==> config.mk <==
export PLATFORM = sky130hd
export DESIGN_NAME = ubx_frame_receiver
export DESIGN_NICKNAME = d
export VERILOG_FILES = /design/src/rtl/ubx_fr_pkg.sv /design/src/rtl/ubx_fr_parser.sv /design/src/rtl/ubx_frame_receiver.sv
export VERILOG_INCLUDE_DIRS = /design/src /design/src/rtl
export SDC_FILE = /design/constraint.sdc
export NUM_CORES = 1
export LEC_CHECK = 0
export BUFFER_PORTS_ARGS = -buffer_cell sky130_fd_sc_hd__buf_2
export CORE_ASPECT_RATIO = 2
export CORE_MARGIN = 10
export CORE_UTILIZATION = 30
export CTS_CLUSTER_DIAMETER = 40
export DETAILED_ROUTE_END_ITERATION = 16
export PLACE_DENSITY_LB_ADDON = 0.05
export SLEW_MARGIN = 20
export SYNTH_ARGS = -nofsm -noshare
export SYNTH_HDL_FRONTEND = slang
export SYNTH_SLANG_ARGS = --single-unit
==> constraint.sdc <==
create_clock -name clk -period 3.82 [get_ports clk]
set_clock_uncertainty 0.15 [all_clocks]
set_input_delay 0.191 -clock clk [delete_from_list [all_inputs] [get_ports clk]]
set_output_delay 0.191 -clock clk [all_outputs]
set_load 0.05 [all_outputs]
==> src/rtl/ubx_frame_receiver_assert.svh <==
// Assertion macros for the frame receiver RTL.
`ifndef UBX_FRAME_RECEIVER_ASSERT_SVH
`define UBX_FRAME_RECEIVER_ASSERT_SVH

`ifndef NO_ASSERTIONS
`define UBX_ASSERT_SAME(lbl, clk, rst, ante, cons, msg) \
  lbl: assert property (@(posedge clk) disable iff (rst) (ante) |-> (cons)) else $error(msg);
`define UBX_ASSERT_NEXT(lbl, clk, rst, ante, cons, msg) \
  lbl: assert property (@(posedge clk) disable iff (rst) (ante) |=> (cons)) else $error(msg);
`else
`define UBX_ASSERT_SAME(lbl, clk, rst, ante, cons, msg)
`define UBX_ASSERT_NEXT(lbl, clk, rst, ante, cons, msg)
`endif

`endif

==> src/rtl/ubx_fr_pkg.sv <==
// Shared constants and types of the frame receiver.
package ubx_fr_pkg;

  localparam int POS_PAYLOAD_BYTES = 92;
  localparam int INDEX_W           = 10;
  localparam int CFG_INDEX_W       = 2;

  localparam logic [7:0] SYNC_CHAR_1 = 8'hB5;
  localparam logic [7:0] SYNC_CHAR_2 = 8'h62;
  localparam logic [7:0] CLASS_NAV   = 8'h01;
  localparam logic [7:0] ID_NAV_PVT  = 8'h07;
  localparam logic [7:0] CLASS_ACK   = 8'h05;
  localparam logic [7:0] ID_ACK_ACK  = 8'h01;
  localparam logic [7:0] ID_ACK_NAK  = 8'h00;

  localparam logic [1:0] KIND_PAYLOAD   = 2'd0;
  localparam logic [1:0] KIND_FRAME_END = 2'd1;
  localparam logic [1:0] KIND_ACK       = 2'd2;
  localparam logic [1:0] KIND_NAK       = 2'd3;

  localparam logic [CFG_INDEX_W-1:0] CFG_CHECK_ENABLE = 2'd0;
  localparam logic [CFG_INDEX_W-1:0] CFG_ACK_CLASS    = 2'd1;
  localparam logic [CFG_INDEX_W-1:0] CFG_ACK_MSG_ID   = 2'd2;

  typedef struct packed {
    logic       check_enable;
    logic [7:0] ack_class;
    logic [7:0] ack_msg_id;
  } cfg_t;

  typedef struct packed {
    logic               valid;
    logic [1:0]         kind;
    logic [7:0]         data;
    logic [INDEX_W-1:0] index;
    logic               ok;
  } result_t;

endpackage

==> src/rtl/ubx_fr_parser.sv <==
// Frame parse state machine: decodes one word per step and updates the checksums.
module ubx_fr_parser import ubx_fr_pkg::*; (
  input  logic       clk,
  input  logic       rst,
  input  logic       step,
  input  logic [7:0] rx_byte,
  input  cfg_t       cfg,
  output result_t    res
);

  typedef enum logic [3:0] {
    PH_HUNT    = 4'd0,
    PH_SYNC2   = 4'd1,
    PH_CLASS   = 4'd2,
    PH_ID      = 4'd3,
    PH_LENLO   = 4'd4,
    PH_LENHI   = 4'd5,
    PH_PAYLOAD = 4'd6,
    PH_ACKCLS  = 4'd7,
    PH_ACKID   = 4'd8,
    PH_CKA     = 4'd9,
    PH_CKB     = 4'd10
  } phase_t;

  phase_t             phase, phase_next;
  logic               frame_is_ack, frame_is_ack_next;
  logic               ack_polarity, ack_polarity_next;
  logic [7:0]         length_low, length_low_next;
  logic [INDEX_W-1:0] payload_count, payload_count_next;
  logic [7:0]         sum_a, sum_a_next;
  logic [7:0]         sum_b, sum_b_next;
  logic [7:0]         received_ck_a, received_ck_a_next;

  logic [7:0]   base_a, base_b, add_a, add_b;
  logic [15:0]  frame_len;
  logic [INDEX_W:0] count_inc;

  assign base_a    = (phase == PH_CLASS) ? 8'd0 : sum_a;
  assign base_b    = (phase == PH_CLASS) ? 8'd0 : sum_b;
  assign add_a     = base_a + rx_byte;
  assign add_b     = base_b + add_a;
  assign frame_len = {rx_byte, length_low};
  assign count_inc = {1'b0, payload_count} + {{INDEX_W{1'b0}}, 1'b1};

  always_comb begin
    phase_next         = phase;
    frame_is_ack_next  = frame_is_ack;
    ack_polarity_next  = ack_polarity;
    length_low_next    = length_low;
    payload_count_next = payload_count;
    sum_a_next         = sum_a;
    sum_b_next         = sum_b;
    received_ck_a_next = received_ck_a;
    res                = '0;
    unique case (phase)
      PH_SYNC2: begin
        if (rx_byte == SYNC_CHAR_2) begin
          phase_next = PH_CLASS;
        end else if (rx_byte != SYNC_CHAR_1) begin
          phase_next = PH_HUNT;
        end
      end
      PH_CLASS: begin
        sum_a_next = add_a;
        sum_b_next = add_b;
        if (rx_byte == CLASS_NAV) begin
          frame_is_ack_next = 1'b0;
          phase_next        = PH_ID;
        end else if (rx_byte == CLASS_ACK) begin
          frame_is_ack_next = 1'b1;
          phase_next        = PH_ID;
        end else begin
          phase_next = PH_HUNT;
        end
      end
      PH_ID: begin
        sum_a_next = add_a;
        sum_b_next = add_b;
        phase_next = PH_LENLO;
        if (frame_is_ack) begin
          if (rx_byte == ID_ACK_ACK) begin
            ack_polarity_next = 1'b1;
          end else if (rx_byte == ID_ACK_NAK) begin
            ack_polarity_next = 1'b0;
          end else begin
            phase_next = PH_HUNT;
          end
        end else if (rx_byte != ID_NAV_PVT) begin
          phase_next = PH_HUNT;
        end
      end
      PH_LENLO: begin
        sum_a_next      = add_a;
        sum_b_next      = add_b;
        length_low_next = rx_byte;
        phase_next      = PH_LENHI;
      end
      PH_LENHI: begin
        sum_a_next         = add_a;
        sum_b_next         = add_b;
        payload_count_next = '0;
        if (frame_is_ack) begin
          phase_next = PH_ACKCLS;
        end else if (frame_len == 16'(POS_PAYLOAD_BYTES)) begin
          phase_next = PH_PAYLOAD;
        end else begin
          phase_next = PH_HUNT;
        end
      end
      PH_PAYLOAD: begin
        sum_a_next         = add_a;
        sum_b_next         = add_b;
        res.valid          = 1'b1;
        res.kind           = KIND_PAYLOAD;
        res.data           = rx_byte;
        res.index          = payload_count;
        payload_count_next = count_inc[INDEX_W-1:0];
        if (count_inc >= (INDEX_W+1)'(POS_PAYLOAD_BYTES)) begin
          phase_next = PH_CKA;
        end
      end
      PH_ACKCLS: begin
        sum_a_next = add_a;
        sum_b_next = add_b;
        phase_next = (rx_byte == cfg.ack_class) ? PH_ACKID : PH_HUNT;
      end
      PH_ACKID: begin
        sum_a_next = add_a;
        sum_b_next = add_b;
        if (rx_byte == cfg.ack_msg_id) begin
          res.valid = 1'b1;
          res.kind  = ack_polarity ? KIND_ACK : KIND_NAK;
        end
        phase_next = PH_HUNT;
      end
      PH_CKA: begin
        received_ck_a_next = rx_byte;
        phase_next         = PH_CKB;
      end
      PH_CKB: begin
        res.valid  = 1'b1;
        res.kind   = KIND_FRAME_END;
        res.ok     = !(cfg.check_enable && ((received_ck_a != sum_a) || (rx_byte != sum_b)));
        phase_next = PH_HUNT;
      end
      default: begin
        phase_next = (rx_byte == SYNC_CHAR_1) ? PH_SYNC2 : PH_HUNT;
      end
    endcase
    if (!step) begin
      res.valid = 1'b0;
    end
  end

  always_ff @(posedge clk) begin
    if (rst) begin
      phase         <= PH_HUNT;
      frame_is_ack  <= 1'b0;
      ack_polarity  <= 1'b0;
      length_low    <= '0;
      payload_count <= '0;
      sum_a         <= '0;
      sum_b         <= '0;
      received_ck_a <= '0;
    end else if (step) begin
      phase         <= phase_next;
      frame_is_ack  <= frame_is_ack_next;
      ack_polarity  <= ack_polarity_next;
      length_low    <= length_low_next;
      payload_count <= payload_count_next;
      sum_a         <= sum_a_next;
      sum_b         <= sum_b_next;
      received_ck_a <= received_ck_a_next;
    end
  end

endmodule

==> src/rtl/ubx_frame_receiver.sv <==
// Top level of the UBX frame receiver: word handshakes, configuration and result register.
// Takes one received byte per cycle with no bubbles, sustained as long as results are taken;
// a byte's result (if any) is presented from the result register once the byte advances out of
// the input word register, which waits while a result is still held. The rate is set by the
// single-pass decode between the input word register and the result register. Position
// frames of class 0x01 id 0x07 with the fixed payload length yield one result per payload
// byte and a frame-end result with the checksum verdict; acknowledge frames for the
// configured class and id yield one ACK or NAK result. Everything else yields nothing.
`include "ubx_frame_receiver_assert.svh"

module ubx_frame_receiver import ubx_fr_pkg::*; (
  input  logic                   clk,
  input  logic                   rst,
  input  logic                   rx_valid,
  output logic                   rx_ready,
  input  logic [7:0]             rx_byte,
  output logic                   result_valid,
  input  logic                   result_ready,
  output logic [1:0]             result_kind,
  output logic [7:0]             payload_byte,
  output logic [INDEX_W-1:0]     byte_index,
  output logic                   frame_ok,
  input  logic                   cfg_we,
  input  logic [CFG_INDEX_W-1:0] cfg_index,
  input  logic [7:0]             cfg_data
);

  cfg_t       cfg;
  result_t    res;
  logic       word_valid;
  logic [7:0] word_byte;
  logic       advance;

  assign advance  = word_valid && (!result_valid || result_ready);
  assign rx_ready = !word_valid || advance;

  always_ff @(posedge clk) begin
    if (rst) begin
      cfg.check_enable <= 1'b1;
      cfg.ack_class    <= 8'd6;
      cfg.ack_msg_id   <= 8'd8;
    end else if (cfg_we) begin
      unique case (cfg_index)
        CFG_CHECK_ENABLE: cfg.check_enable <= cfg_data[0];
        CFG_ACK_CLASS:    cfg.ack_class    <= cfg_data;
        CFG_ACK_MSG_ID:   cfg.ack_msg_id   <= cfg_data;
        default:          cfg              <= cfg;
      endcase
    end
  end

  always_ff @(posedge clk) begin
    if (rst) begin
      word_valid   <= 1'b0;
      result_valid <= 1'b0;
    end else begin
      if (rx_ready) begin
        word_valid <= rx_valid;
      end
      if (advance) begin
        result_valid <= res.valid;
      end else if (result_ready) begin
        result_valid <= 1'b0;
      end
    end
  end

  always_ff @(posedge clk) begin
    if (rx_valid && rx_ready) begin
      word_byte <= rx_byte;
    end
    if (advance && res.valid) begin
      result_kind  <= res.kind;
      payload_byte <= res.data;
      byte_index   <= res.index;
      frame_ok     <= res.ok;
    end
  end

  ubx_fr_parser u_parser (
    .clk     (clk),
    .rst     (rst),
    .step    (advance),
    .rx_byte (word_byte),
    .cfg     (cfg),
    .res     (res)
  );

  `UBX_ASSERT_SAME(a_index_in_range, clk, rst, result_valid && (result_kind == KIND_PAYLOAD), byte_index < INDEX_W'(POS_PAYLOAD_BYTES), "payload index beyond frame length")
  `UBX_ASSERT_SAME(a_clean_fields, clk, rst, result_valid && (result_kind != KIND_PAYLOAD), (payload_byte == 8'd0) && (byte_index == '0), "non-payload result carries data")
  `UBX_ASSERT_SAME(a_ok_only_at_end, clk, rst, result_valid && (result_kind != KIND_FRAME_END), !frame_ok, "ok flag outside frame end")
  `UBX_ASSERT_NEXT(a_word_taken, clk, rst, word_valid && !result_valid, !word_valid || $past(rx_valid), "held word not consumed")

endmodule

==> metrics.yaml, run 1 <==
io_pins: 46
avgSynthCellArea_sq_um: 9.30
p_leak_nw: 2.46
overflow: 0
power_mw: 2.27
critical_path.endpoint_type: "flop"
ys_seq_area_share_pct: 43.8
wl_per_cell_um: 19.2
period_share_pct: 92.5
synth-seq-cells: 96
grt_pass1_wl_um: 24400
design.core.area_sq_um: 16700
clk_latency_ps: 350
synth_edf_count: 29
cts_buffers: 9
drv_cap: 0
stdcell_area_sq_um: 5990
criticalPathCategory: "flop to flop"
final_layout_size_suffix_gt1_share_pct: 15.2
area_growth_pct: 18.6
vias: 4063
slew_violations: 0
start_util_pct: 30.3
dp_hpwl_um: 11700
worstPathRequired_ps: 3870
routed_wl_um: 15600
grtUsageTotal_pct: 13.9
power_density_nw_per_um2: 379
syn_inst: 543
final_common_cell: "nor2_1"
cts-root-buf: "clkbuf_16"
drc_errors: 0
io_buffers: 45
cp_max_fo: 6
peakVddDrop_mv: 0.236
status: "complete, no violations"
ys.flop_type: "dfxtp_1"
die_x_um: 112
die_area_sq_um: 22700
grt_pass1_vias: 4300
htree_levels: 3
hold_violations: 0
grt_max_degree: 42
vias_per_cell: 5.00
diodes: 0
max_freq_mhz: 283
min_path_type: "primary input to flop"
nets: 640
cts_tree: "built"
cts.sinks: 96
crit_arrival_ps: 3580
first_pass_iters: 4
antenna_found_initial: 0
synth_fp_nets: 583
cp-start-kind: "flop"
die_h_um: 204
synth-async-reset-ratio_pct: 0
rsz0062_at_grt: "no"
fin_crit_ps: 3530
slew_headroom_pct: 38.2
synth.distinct_cells: 63
fill_cells: 1723
mostFrequentLayoutCells: "nor2_1 (72), dfxtp_1 (66), buf_2 (45)"
drtAntennaViolNets: 0
yosys_warnings: 0
setup_tns_ps: 0
path_clk_slew_ps: 70
initialDrtViolationCount: 137
place_congestion: 0.823
tightestPinTransition_ps: 927
clock_path_buffers: 2
syn_area_sq_um: 5050
setup_viol: 0
row_count: 67
place_area_sq_um: 5520
[synthesized netlist by cell type (3+ instances only)]
cell      instances  area, sq um
xor2_1           26          228
nor3_1            8         40.0
nand3_1           9         45.0
nor4_1            9         56.3
o21ai_1          12         60.1
a31oi_1           3         18.8
or3_1             3         18.8
nor2_1           73          274
a311oi_1          4         35.0
edfxtp_1         29          871
a22oi_1           3         22.5
a211oi_1          6         45.0
clkbuf_1         20         75.1
and3_1           17          106
ha_1             15          188
buf_2            10         50.1
o21ai_0           6         30.0
nand4_1           5         31.3
and2_1            5         31.3
mux2i_1          32          320
inv_1            14         52.6
dfxtp_1          67         1340
xnor2_1          16          140
nand4b_1          3         26.3
nor2b_1          18          113
nand2_1          44          165
nand2b_1          4         25.0
nand3b_1          3         22.5
a21oi_1          36          180
[stage by stage]
step | std cells | util (%) | setup slack [ps] | hold WS (ps)
6_report | 812 | 35.9 | 287 | 42.2
5_1_grt | 812 | 35.9 | 8.24 | 64.8
4_1_cts | 811 | 35.8 | 168 | 32.8
3_5_place_dp | 778 | 33.1 | 193 | 219
3_3_place_gp | 778 | 33.1 | 319 | 218
2_1_floorplan | 543 | - | 150 | 140
[flip-flops by register name, summed over array words and instances, names as in the netlist, 2 cells and up]
signal	cells
word_byte	8
result_kind	2
byte_index	10
u_parser.sum_b	8
u_parser.sum_a	8
u_parser.phase	4
payload_byte	8
u_parser.length_low	8
u_parser.received_ck_a	8
u_parser.payload_count	10
cfg	17
[worst paths after layout]
check        slack [ps]                end               from  cells past startpoint
max reg2reg         290  u_parser.sum_b[7]  u_parser.phase[2]                     18
min                  40       result_valid       result_ready                      4
max                 290  u_parser.sum_b[7]  u_parser.phase[2]                     18
min reg2reg         330  u_parser.sum_b[4]  u_parser.sum_b[4]                      2
[what timing repair did]
action / 4_1_cts / 5_1_grt
endpoints found under the setup margin: 0 / 1
setup buffers: 0 / 1
hold buffers: 17 / 0
gates resized for setup: 0 / 4
hold endpoints to repair: 26 / 0
[routing by layer]
layer,GRT usage [%],vias to the layer above,wire length [um]
met5,0,-,0
met3,2.38,23,460
met2,27.4,74,8990
met4,6.64,0,555
met1,13.4,1945,5560
li1,-,2021,-
[cells by family (layout without fill, tap and decap cells)]
logic type               count (synthesis)  in the layout  synth area share (%)
buffers and inverters                   49            111                  4.11
multiplexers                            32             32                  6.34
AO/OA/AOI/OAI                           91             91                  11.9
AND/OR/NAND/NOR                        216            216                  22.1
XOR/XNOR                                42             42                  7.28
flip-flops                              96             96                  43.8
adder cells (fa/ha/maj)                 17             17                  4.51
[power by group]
part           internal, mW  switching (mW)  total [mW]
Combinational         0.117           0.171       0.287
Sequential             1.07          0.0243        1.10
Clock                 0.502           0.385       0.886
[final cells by class]
class	instances	area, sq um	area share, %
Inverter	16	60.1	1.00
Timing Repair Buffer	79	523	8.73
Multi-Input combinational cell	398	2660	44.3
Clock inverter	5	47.5	0.794
Clock buffer	11	233	3.88
Sequential cell	96	2210	36.9
Tap cell	207	259	4.32
[worst max-delay path, stage by stage, from the launching register on]
cell,delay [ps]
dfxtp_1,390
nor4b_4,60
buf_4,160
nor2b_1,130
ha_1,190
inv_1,60
fa_1,410
nor2b_1,150
o21ai_1,90
a21boi_1,180
nor2_1,110
ha_1,330
inv_1,80
nor2_1,50
o31a_1,130
o41ai_2,240
xor2_1,210
mux2i_1,190
a21oi_1,80
No activity file was read; power rests on OpenSTA's default activity.
==> run 2: changes to the inputs <==
--- a/config.mk
+++ b/config.mk
@@ -6,6 +6,7 @@
 export SDC_FILE = /design/constraint.sdc
 export NUM_CORES = 1
 export LEC_CHECK = 0
+export ABC_AREA = 1
 export BUFFER_PORTS_ARGS = -buffer_cell sky130_fd_sc_hd__buf_2
 export CORE_ASPECT_RATIO = 2
 export CORE_MARGIN = 10
==> metrics.yaml, run 2 <==
crit_chain: "inv_2 -> nand2_2 -> nor2_4 -> nor2_1 -> ha_1 -> inv_1 -> fa_1 -> o21ai_2 -> a21oi_1 -> o21bai_1 -> xnor2_1 -> inv_1 -> ha_1 -> a21oi_1 -> o21ai_0 -> a31oi_1 -> inv_1 -> nand2_1 -> nand3_1 -> nand2_1 -> inv_1"
clock_path_buffers: 2
fin_hold_ws_ps: 19.1
die_h_um: 205
synth_edf_count: 29
stdcell_area_sq_um: 6050
worstSetupPathDepth: 21
grt_pass1_vias: 4759
path_clk_slew_ps: 70
reg2reg_from: "u_parser.phase[0]"
fill_cells: 1806
dp.cells: 904
antenna_found_initial: 0
startpoint: "u_parser.phase[0]"
htree_levels: 3
crit_path_top_delay_cell: "fa_1"
synth.distinct_cells: 41
worstPathRequired_ps: 3920
instances_no_fill: 939
hold_violations: 0
peakVddDrop_mv: 0.204
place_ws_ps: 263
criticalPathCategory: "flop to flop"
place_congestion: 0.860
critical_path.endpoint_type: "flop"
final_layout_size_suffix_gt1_share_pct: 13.8
wl_per_cell_um: 16.4
path_buf_inv: 5
io_pins: 46
top_register: "cfg"
start_util_pct: 30.5
grtUsageTotal_pct: 13.8
grt_max_degree: 51
row_count: 67
synth-seq-cells: 96
drv_cap: 0
synth_top_area_share_pct: 26.2
slew_violations: 0
diodes: 0
nets: 767
first_pass_iters: 6
initialDrtViolationCount: 176
setup_tns_ps: 0
die_area_sq_um: 23000
tightestPinTransition_ps: 859
rr_worst_depth: 21
cts.sinks: 96
power_mw: 2.32
crit_end: "u_parser.sum_b[7]"
layout_setup_ws_ps: 454
fin_crit_ps: 3370
clk_latency_ps: 350
max_freq_mhz: 297
ys_seq_area_share_pct: 43.2
rrSetupSlack_ps: 450
syn_area_sq_um: 5120
status: "complete, no violations"
syn_inst: 663
ys.flop_type: "dfxtp_1"
slowest_delay_ps: 410
final_common_cell: "nand2_1"
drtAntennaViolNets: 0
place_area_sq_um: 5570
design.core.area_sq_um: 16800
setup_viol: 0
io_buffers: 45
cts_buffers: 9
synth.top_cells.by_area: "dfxtp_1 (26%), edfxtp_1 (17%), nand2_1 (8.0%)"
yosysMostFrequentCell: "nand2_1"
vias: 4429
p_leak_nw: 2.49
mostFrequentLayoutCells: "nand2_1 (108), nor2_1 (94), inv_1 (79)"
cts-root-buf: "clkbuf_16"
min_path_type: "primary input to flop"
overflow: 0
period_share_pct: 88.1
synth-async-reset-ratio_pct: 0
grt_pass1_wl_um: 24900
die_x_um: 112
drc_errors: 0
yosys_warnings: 0
synth_fp_nets: 703
vias_per_cell: 4.72
area_growth_pct: 18.2
largest_registers: "cfg: 17 flops, byte_index: 10 flops, u_parser.payload_count: 10 flops"
postCtsSetupBuffers: 0
largest_register_ffs: 17
cts_tree: "built"
yosysTopAreaCell: "dfxtp_1"
dp_hpwl_um: 12200
cpMostUsedCell: "inv_1"
routed_wl_um: 15400
crit_arrival_ps: 3470
utilization_pct: 36.1
netlist_top_cells_count: "nand2_1 (109), nor2_1 (94), inv_1 (79)"
power_density_nw_per_um2: 383
slew_headroom_pct: 42.6
cp_max_fo: 9
cp-start-kind: "flop"
avgSynthCellArea_sq_um: 7.72
reg2reg_to: "u_parser.sum_b[7]"
rsz0062_at_grt: "no"
cp_top_family: "adder cells"
## run 2: changes by cell type after synthesis, sizes merged, moves of 11 or more
cell    before  now
a21oi       36   59
and3        17    0
clkbuf      20    6
inv         16   87
mux2i       32    1
nand2       44  114
nand3       10   31
nand4        5   16
nor2        74  105
nor2b       18    0
o21ai       18   53
xor2        26   15
## run 2: cell families after synthesis
group	after synthesis	synth area share, %
buf+inv	108	8.43
xor+xnor	38	6.50
fa+ha+maj	17	4.45
flops	96	43.2
compound gates	119	12.0
mux	1	0.196
simple gates	284	25.2
## run 2: worst min path at each step
stage / cells past startpoint / end / startpoint
after detailed placement: 1 / word_byte[6] / rx_byte[6]
final: 3 / word_valid / rx_valid
after CTS: 3 / word_valid / rx_valid
after floorplan: 0 / word_byte[0] / rx_byte[0]
after global placement: 1 / word_byte[6] / rx_byte[6]
after global routing: 3 / word_valid / rx_valid
## run 2: layout make-up
cell class | instances | area (sq um) | area share [%]
clock buffers | 12 | 236 | 3.91
clock inverters | 4 | 46.3 | 0.765
inverters | 88 | 330 | 5.46
multi-input cells | 459 | 2480 | 41.0
flip-flops and latches | 96 | 2210 | 36.6
well taps | 207 | 259 | 4.28
repair buffers | 73 | 483 | 7.98
## run 2: layer usage
metal / wire length, um / track usage [%] / share of wire (%) / vias up
met4: 577 / 7.10 / 3.8 / 0
li1: - / - / - / 2284
met1: 5450 / 12.7 / 35 / 2057
met3: 389 / 2.11 / 2.5 / 25
met2: 8950 / 27.7 / 58 / 63
met5: 0 / 0 / 0 / -
## run 2: tightest hold or removal path, delay by kind of cell
family / cells / cell delay [ps]
buffers and inverters: 1 / 90
and+or+nand+nor: 1 / 110
AOI/OAI and AO/OA: 1 / 70
## run 2: power breakdown
group,internal (mW),switching [mW]
Clock,0.505,0.386
Combinational,0.123,0.199
Sequential,1.08,0.0267
Total,1.71,0.612
## run 2: repair_timing
| action | 4_1_cts | 5_1_grt |
|---|---|---|
| hold buffers | 19 | 0 |
| endpoints found under the setup margin | 0 | 1 |
| gates resized for setup | 0 | 4 |
| endpoints found under the hold margin | 25 | 0 |
